File: config.mk
export PLATFORM = sky130hd
export DESIGN_NAME = multi_click_long_press_detector_top
export DESIGN_NICKNAME = d
export VERILOG_FILES = /design/src/rtl/core/mclpd_pkg.sv /design/src/rtl/core/multi_click_long_press_detector_top.sv
export VERILOG_INCLUDE_DIRS = /design/src /design/src/rtl/core
export SDC_FILE = /design/constraint.sdc
export NUM_CORES = 1
export LEC_CHECK = 0
export BUFFER_PORTS_ARGS = -buffer_cell sky130_fd_sc_hd__buf_4
export CORE_ASPECT_RATIO = 0.9
export CORE_UTILIZATION = 55
export CTS_CLUSTER_SIZE = 16
export DETAILED_ROUTE_END_ITERATION = 10
export PLACE_DENSITY = 0.85
export SYNTH_ARGS = -nofsm -noshare
export SYNTH_HDL_FRONTEND = slang
export SYNTH_SLANG_ARGS = --single-unit
File: constraint.sdc
create_clock -name clk -period 6.4 [get_ports clk]
set_input_delay 0.64 -clock clk [delete_from_list [all_inputs] [get_ports clk]]
set_output_delay 0.64 -clock clk [all_outputs]
set_load 0.01 [all_outputs]
File: src/rtl/core/multi_click_long_press_detector_top_macros.svh
// Assertion macros for the multi-click / long-press detector.
`ifndef MULTI_CLICK_LONG_PRESS_DETECTOR_TOP_MACROS_SVH
`define MULTI_CLICK_LONG_PRESS_DETECTOR_TOP_MACROS_SVH

`ifndef SYNTHESIS

// Clocked on clk, off while arst_n is low.
`define MCLPD_ASSERT(label, prop, msg) \
	label: assert property (@(posedge clk) disable iff (!arst_n) (prop)) else $error(msg);

// Clocked on clk, checked during reset as well.
`define MCLPD_ASSERT_ALWAYS(label, prop, msg) \
	label: assert property (@(posedge clk) (prop)) else $error(msg);

`else

`define MCLPD_ASSERT(label, prop, msg)
`define MCLPD_ASSERT_ALWAYS(label, prop, msg)

`endif

`endif

File: src/rtl/core/mclpd_pkg.sv
// Shared types and constants for the multi-click / long-press detector.
`timescale 1ns / 1ps

package mclpd_pkg;

	localparam int NOW_W      = 32;
	localparam int CFG_W      = 16;
	localparam int PCNT_W     = 8;
	localparam int APB_DATA_W = 32;
	localparam int APB_ADDR_W = 4;

	localparam int TIME_BITS_DEF = 32;
	localparam int COUNT_MAX_DEF = 255;

	localparam logic [CFG_W-1:0] HOLDOFF_RST  = 16'd50;
	localparam logic [CFG_W-1:0] LONG_RST     = 16'd3000;
	localparam logic [CFG_W-1:0] SEQ_RST      = 16'd500;
	localparam logic [PCNT_W-1:0] PCNT_SAT    = 8'd255;

	typedef enum logic [1:0] {
		REG_HOLDOFF = 2'd0,
		REG_LONG    = 2'd1,
		REG_SEQ     = 2'd2
	} reg_idx_t;

	typedef struct packed {
		logic [NOW_W-1:0] now_ms;
		logic             button_down;
	} in_beat_t;

	typedef struct packed {
		logic              is_long;
		logic [PCNT_W-1:0] press_count;
	} out_beat_t;

endpackage

File: src/rtl/core/multi_click_long_press_detector_top.sv
// Top level of the multi-click / long-press button detector.
`timescale 1ns / 1ps
`include "multi_click_long_press_detector_top_macros.svh"

//  channel | dir | handshake           | beat
//  --------+-----+---------------------+------------------------------------
//  in      | in  | in_valid / in_stall | in_data: now_ms[31:0], button_down
//  out     | out | out_valid/out_stall | out_data: is_long, press_count[7:0]
//  cfg     | in  | APB psel/penable    | holdoff, long press, sequence timeout
//
// One sample beat per cycle sustained while the output is not stalled. A beat
// is held in the input register, is evaluated against the detector state in a
// single pass, and any event is registered in the output register. in_stall
// rises only when the input register holds a beat and the output register is
// full and stalled. Reset clears state and loads the register defaults; no
// clearing pass is needed.

module multi_click_long_press_detector_top #(
	parameter int TIME_BITS = mclpd_pkg::TIME_BITS_DEF,
	parameter int COUNT_MAX = mclpd_pkg::COUNT_MAX_DEF
) (
	input  logic                                clk,
	input  logic                                arst_n,
	// sample channel
	input  logic                                in_valid,
	output logic                                in_stall,
	input  mclpd_pkg::in_beat_t                 in_data,
	// event channel
	output logic                                out_valid,
	input  logic                                out_stall,
	output mclpd_pkg::out_beat_t                out_data,
	// configuration
	input  logic                                psel,
	input  logic                                penable,
	input  logic                                pwrite,
	input  logic [mclpd_pkg::APB_ADDR_W-1:0]    paddr,
	input  logic [mclpd_pkg::APB_DATA_W-1:0]    pwdata,
	output logic [mclpd_pkg::APB_DATA_W-1:0]    prdata,
	output logic                                pready
);

	localparam int CNT_W = $clog2(COUNT_MAX + 1);
	localparam int SAT_W = CNT_W + mclpd_pkg::PCNT_W;

	// ---------------- configuration registers ----------------
	logic [mclpd_pkg::CFG_W-1:0] cfg_holdoff_q;
	logic [mclpd_pkg::CFG_W-1:0] cfg_long_q;
	logic [mclpd_pkg::CFG_W-1:0] cfg_seq_q;
	logic                        cfg_wr;
	mclpd_pkg::reg_idx_t         cfg_idx;

	assign pready  = 1'b1;
	assign cfg_wr  = psel & penable & pwrite;
	assign cfg_idx = mclpd_pkg::reg_idx_t'(paddr[3:2]);

	always_ff @(posedge clk or negedge arst_n) begin
		if (!arst_n) begin
			cfg_holdoff_q <= mclpd_pkg::HOLDOFF_RST;
			cfg_long_q    <= mclpd_pkg::LONG_RST;
			cfg_seq_q     <= mclpd_pkg::SEQ_RST;
		end else if (cfg_wr) begin
			unique case (cfg_idx)
				mclpd_pkg::REG_HOLDOFF: cfg_holdoff_q <= pwdata[mclpd_pkg::CFG_W-1:0];
				mclpd_pkg::REG_LONG:    cfg_long_q    <= pwdata[mclpd_pkg::CFG_W-1:0];
				mclpd_pkg::REG_SEQ:     cfg_seq_q     <= pwdata[mclpd_pkg::CFG_W-1:0];
				default: ;  // unmapped address: write dropped
			endcase
		end
	end

	always_comb begin
		prdata = '0;
		unique case (cfg_idx)
			mclpd_pkg::REG_HOLDOFF: prdata = mclpd_pkg::APB_DATA_W'(cfg_holdoff_q);
			mclpd_pkg::REG_LONG:    prdata = mclpd_pkg::APB_DATA_W'(cfg_long_q);
			mclpd_pkg::REG_SEQ:     prdata = mclpd_pkg::APB_DATA_W'(cfg_seq_q);
			default:                prdata = '0;
		endcase
	end

	// ---------------- input register ----------------
	logic                 valid_s1;
	mclpd_pkg::in_beat_t  beat_s1;
	logic                 out_valid_q;
	mclpd_pkg::out_beat_t out_q;
	logic                 out_free;
	logic                 adv;

	// Output slot is free when empty or being drained this edge.
	assign out_free = ~out_valid_q | ~out_stall;
	assign adv      = valid_s1 & out_free;
	assign in_stall = valid_s1 & ~out_free;

	always_ff @(posedge clk or negedge arst_n) begin
		if (!arst_n) begin
			valid_s1 <= 1'b0;
		end else if (!in_stall) begin
			valid_s1 <= in_valid;
		end
	end

	always_ff @(posedge clk) begin
		if (!in_stall && in_valid) begin
			beat_s1 <= in_data;
		end
	end

	// ---------------- detector state ----------------
	logic                 prev_level_q;
	logic                 armed_q;
	logic                 long_rep_q;
	logic [TIME_BITS-1:0] start_q;
	logic [TIME_BITS-1:0] holdoff_q;
	logic [CNT_W-1:0]     count_q;

	// ---------------- single-pass evaluation ----------------
	logic [TIME_BITS+mclpd_pkg::NOW_W-1:0] now_wide;
	logic [TIME_BITS-1:0] now_t;
	logic                 level;
	logic                 skip;
	logic                 rise;
	logic [TIME_BITS-1:0] start_n;
	logic                 armed_r;
	logic                 long_rep_r;
	logic [TIME_BITS-1:0] elapsed;
	logic                 long_ev;
	logic                 fall;
	logic [CNT_W-1:0]     count_f;
	logic                 armed_f;
	logic [TIME_BITS-1:0] holdoff_f;
	logic                 short_ev;
	logic [CNT_W-1:0]     count_ev;
	logic [SAT_W-1:0]     count_ext;
	logic [mclpd_pkg::PCNT_W-1:0] count_sat;

	// Timestamp taken modulo 2^TIME_BITS (zero-extended if wider).
	assign now_wide = {{TIME_BITS{1'b0}}, beat_s1.now_ms};
	assign now_t    = now_wide[TIME_BITS-1:0];
	assign level    = beat_s1.button_down;

	// Release hold-off: plain unsigned compare, wrapped deadline never blocks.
	assign skip = now_t < holdoff_q;

	// Press start
	assign rise       = level & ~prev_level_q;
	assign start_n    = rise ? now_t : start_q;
	assign armed_r    = rise | armed_q;
	assign long_rep_r = ~rise & long_rep_q;

	assign elapsed = now_t - start_n;

	assign long_ev = level & (elapsed > TIME_BITS'(cfg_long_q)) & ~long_rep_r;

	// Release of an armed press: count it unless it was already a long press.
	assign fall      = ~level & prev_level_q & armed_r;
	assign count_f   = (fall && !long_rep_r && (count_q < CNT_W'(COUNT_MAX)))
		? count_q + CNT_W'(1) : count_q;
	assign armed_f   = armed_r & ~fall;
	assign holdoff_f = fall ? now_t + TIME_BITS'(cfg_holdoff_q) : holdoff_q;

	// Quiet gap after clicks ends the sequence.
	assign short_ev = ~long_ev & (elapsed > TIME_BITS'(cfg_seq_q)) & (count_f != '0)
		& ~level & ~long_rep_r;

	// Long event reports the count before this sample's release logic.
	assign count_ev  = long_ev ? count_q : count_f;
	assign count_ext = {{mclpd_pkg::PCNT_W{1'b0}}, count_ev};
	assign count_sat = (count_ext > SAT_W'(mclpd_pkg::PCNT_SAT))
		? mclpd_pkg::PCNT_SAT : count_ext[mclpd_pkg::PCNT_W-1:0];

	always_ff @(posedge clk or negedge arst_n) begin
		if (!arst_n) begin
			prev_level_q <= 1'b0;
			armed_q      <= 1'b0;
			long_rep_q   <= 1'b0;
			start_q      <= '0;
			holdoff_q    <= '0;
			count_q      <= '0;
		end else if (adv && !skip) begin
			start_q <= start_n;
			if (long_ev) begin
				// prev level kept on event beats
				armed_q    <= armed_r;
				long_rep_q <= 1'b1;
				count_q    <= '0;
			end else begin
				armed_q    <= armed_f;
				long_rep_q <= long_rep_r;
				holdoff_q  <= holdoff_f;
				count_q    <= short_ev ? '0 : count_f;
				if (!short_ev) begin
					prev_level_q <= level;
				end
			end
		end
	end

	// ---------------- output register ----------------
	always_ff @(posedge clk or negedge arst_n) begin
		if (!arst_n) begin
			out_valid_q <= 1'b0;
		end else if (out_free) begin
			out_valid_q <= adv & ~skip & (long_ev | short_ev);
		end
	end

	always_ff @(posedge clk) begin
		if (adv) begin
			out_q.is_long     <= long_ev;
			out_q.press_count <= count_sat;
		end
	end

	assign out_valid = out_valid_q;
	assign out_data  = out_q;

	// ---------------- assertions ----------------
	`MCLPD_ASSERT(a_s1_hold, (valid_s1 && !out_free) |=> (valid_s1 && $stable(beat_s1)), "blocked sample left the input register")
	`MCLPD_ASSERT(a_long_flag, (adv && !skip && long_ev) |=> long_rep_q, "long press not marked as reported")
	`MCLPD_ASSERT(a_count_clear, (adv && !skip && (long_ev || short_ev)) |=> (count_q == '0), "click count not cleared after event")
	`MCLPD_ASSERT(a_holdoff_quiet, (adv && skip) |=> ($stable(count_q) && $stable(prev_level_q) && $stable(start_q)), "state moved during hold-off")
	`MCLPD_ASSERT(a_out_source, $rose(out_valid_q) |-> $past(adv), "event without a sample")
	`MCLPD_ASSERT_ALWAYS(a_count_bound, count_q <= CNT_W'(COUNT_MAX), "click count above its limit")

endmodule
==> metrics.yaml <==
placed_design:
  dp_slack_ps: 991.1
  dp_hpwl_um: 19290
  gp_congestion: 0.8629
  port-buffer-count: 84
  dpl_cell_area_um2: 12280
timing:
  setup-tns-final_ps: 0
  fmax_ghz: 0.1814
  slew_headroom_pct: 15.13
  finalHoldViolCount: 0
  worstMarginPinSlew_ps: 1270
  rsz0062_at_grt: "no"
  setup_ws_ps: 886.3
  clock-skew-final_ps: 12.92
  slew_violations: 0
  setup_violations: 0
  fin_crit_ps: 5514
  period_share_pct: 86.15
global_routing:
  gr-total-overflow: 0
  grt_first_pass_wirelength_um: 44430
  grt_pass1_vias: 9152
  grt_antenna_before_repair: 0
  grt_max_degree: 83
  grt_use_total_pct: 25.91
route:
  antenna_left: 0
  routedWlPerCell_um: 16.92
  drtPass1Iterations: 5
  detailedRoute.firstIterationViolations: 696
  drc_errors: 0
  vias: 9221
  drt-total-wl_um: 26560
  viasPerCell: 5.877
floorplan:
  die_h_um: 139.1
  fp.dieW_um: 154.3
  io_pins: 120
  rows: 49
  die_area_um2: 21460
  initial_utilization_pct: 56.76
  core-area_um2: 20230
logic_synthesis:
  syn_avg_cell_area_um2: 9.313
  syn-cell-area_um2: 11480
  synth_edf_count: 42
  async_flop_share_pct: 74.85
  ys_types: 78
  synth_seq_cells: 167
  ys_seq_area_share_pct: 38.40
  ys_warn_count: 0
  synth_cells: 1233
  synthFlopType: "dfrtp_1"
worst_setup_path:
  cp.arrival_ps: 5850
  endpoint_kind: "register"
  crit_path_top_delay_cell: "dfrtp_1"
  reg2reg_to: "out_valid$_DFFE_PN0N_"
  critical_path.endpoint: "out_valid$_DFFE_PN0N_"
  reg2reg_depth: 24
  worstPathCellList: "nand2b_4 > o21ai_0 > ha_1 > inv_1 > ha_1 > nor4b_1 > a211o_1 > o32ai_4 > nand2_1 > nand2_1 > xnor2_1 > ha_1 > a21o_1 > a21oi_1 > nor2b_1 > o21ai_0 > nand2b_1 > a21o_1 > a221oi_1 > a31oi_1 > nor4_1 > a21oi_2 > a21o_1 > a22o_1"
  cp_max_fo: 15
  r2r_start: "prev_level_q$_DFFE_PN0P_"
  crit_start: "prev_level_q$_DFFE_PN0P_"
  setup.worst_path.class: "reg -> reg"
  rrSetupSlack_ps: 890
  required_ps: 6740
  critPathMaxStageDelay_ps: 470
  cp-start-kind: "register"
power:
  p_leak_uw: 0.005949
  fin_total_pwr_uw: 5748
  vdd.ir_drop.worst_v: 0.0002300
  p_per_area_nw_per_um2: 447.1
cells_and_area:
  fin_nets: 1479
  diodes: 0
  final_layout_size_suffix_gt1_share_pct: 15.91
  syn_to_final_growth_pct: 11.94
  postLayoutCellArea_um2: 12850
clocking:
  cts_num_sinks: 167
  ctsResizeCount: 0
  clkTransAtPathRegs_ps: 70
  hold_buffers: 0
  htreeDepth: 4
  clk_latency_ps: 440
  cts-buffers-inserted: 17
  cts.path.max_buffers: 2
  cts_root_buf: "clkbuf_16"
  post_cts_buffers: 0
  cts_tree: "built"
min_path:
  hp-class: "in -> async"
flow_run:
  drv_cap: 0
status:
  outcome: "finished, final reports clean"
## cells in the mapped netlist (5+ instances only)
master      n  share of area, %
a21boi_0    5              0.33
a21o_1     43               2.8
a21oi_1    58               2.5
a221oi_1    5              0.38
a31oi_1     8              0.44
and3_1     12              0.65
buf_4      18               1.2
clkbuf_1   32               1.0
dfrtp_1   109                24
dfstp_2    16               3.7
edfxtp_1   42                11
ha_1      101                11
inv_1      92               3.0
mux2_2     41               4.0
mux2i_1    36               3.1
nand2_1   159               5.2
nand2b_1   21               1.1
nand3_1    22              0.96
nand4_1    18              0.98
nor2_1     54               1.8
nor2b_1    21               1.1
nor3_1      9              0.39
nor4_1      5              0.27
o211ai_1    5              0.33
o21a_1     11              0.72
o21ai_0   125               5.4
o21ai_1     7              0.31
o21bai_1    6              0.39
o31ai_1     6              0.39
or2_2       7              0.38
or3_1       5              0.27
xnor2_1    29               2.2
xor2_1     29               2.2
## logic make-up after synthesis
logic type / count (synthesis) / share of synthesized area (%)
buffers and inverters: 149 / 5.491
flip-flops: 167 / 38.40
XOR/XNOR: 60 / 4.707
multiplexers: 77 / 7.158
other: 2 / 0.06540
AO/OA/AOI/OAI: 323 / 18.22
adder cells (fa/ha/maj): 104 / 11.35
AND/OR/NAND/NOR: 351 / 14.61
## final cells by class
| class | instances | area (um2) |
|---|---|---|
| Fill cell | 1581 | 7377 |
| Multi-Input combinational cell | 932 | 6525 |
| Sequential cell | 167 | 4409 |
| Timing Repair Buffer | 91 | 683.2 |
| Clock buffer | 17 | 425.4 |
| Inverter | 92 | 345.3 |
| Tap cell | 255 | 319.1 |
| Clock inverter | 15 | 147.6 |
## placed cells by master, fill, tap and decap left out, types with 17 or more instances in the layout
master       n
nor2b_1     21
xnor2_1     29
nand2_1    159
a21oi_1     58
mux2i_1     36
edfxtp_1    42
dfrtp_1    109
ha_1       101
inv_1       92
mux2_2      41
o21ai_0    125
nand3_1     22
nand4_1     18
nand2b_1    21
nor2_1      54
clkbuf_16   17
buf_4       91
a21o_1      43
xor2_1      29
conb_1      17
## how the worst min path moves through the flow
| stage | end | startpoint | cells after the start | slack, ps |
|---|---|---|---|---|
| 4_1_cts | count_q[2]$_DFFE_PN0P_ | arst_n | 1 | 200 |
| 2_1_floorplan | armed_q$_DFFE_PN0P_ | arst_n | 0 | 340 |
| 5_1_grt | count_q[2]$_DFFE_PN0P_ | arst_n | 1 | 230 |
| 3_5_place_dp | holdoff_q[25]$_DFFE_PN0P_ | holdoff_q[25]$_DFFE_PN0P_ | 2 | 470 |
| 6_report | count_q[2]$_DFFE_PN0P_ | arst_n | 1 | 190 |
| 3_3_place_gp | holdoff_q[0]$_DFFE_PN0P_ | holdoff_q[0]$_DFFE_PN0P_ | 2 | 460 |
## critical path: cells and delay by family (launching register included)
kind,cells,cell delay [ps]
XOR/XNOR,1,320
flip-flops,1,470
buffers and inverters,1,70
AND/OR/NAND/NOR,7,1250
AO/OA/AOI/OAI,12,2380
adder cells (fa/ha/maj),3,910
## stage by stage
step	instances	utilization (%)	hold WS, ps
after detailed placement	1537	60.71	469.9
after floorplan	1248	-	344.4
after CTS	1569	63.54	203.9
final	1569	63.54	185.1
after global routing	1569	63.54	232.5
after global placement	1537	60.71	461.6
## sequential cells by signal, indices dropped and copies added (netlist names)
register / cells
level: 1
armed_q: 1
long_rep_q: 1
cfg_long_q: 16
start_q: 32
prev_level_q: 1
count_q: 8
cfg_seq_q: 16
out_valid: 1
now_t: 32
out_data: 9
valid_s1: 1
holdoff_q: 32
cfg_holdoff_q: 16
## power breakdown
part           switching (uW)  internal, uW
sequential                249          1430
clock                     466           545
combinational            1750          1300
total                    2470          3280
## routing by layer
layer | vias up | wire length [um] | global-route usage (%) | share of wire, %
li1 | 4480 | - | - | -
met1 | 4410 | 11880 | 33.68 | 45
met2 | 275 | 12760 | 42.92 | 48
met3 | 56 | 1224 | 4.781 | 4.6
met4 | 0 | 700 | 10.06 | 2.6
met5 | - | 0 | 0 | 0
(Power assumes the default switching activity.)
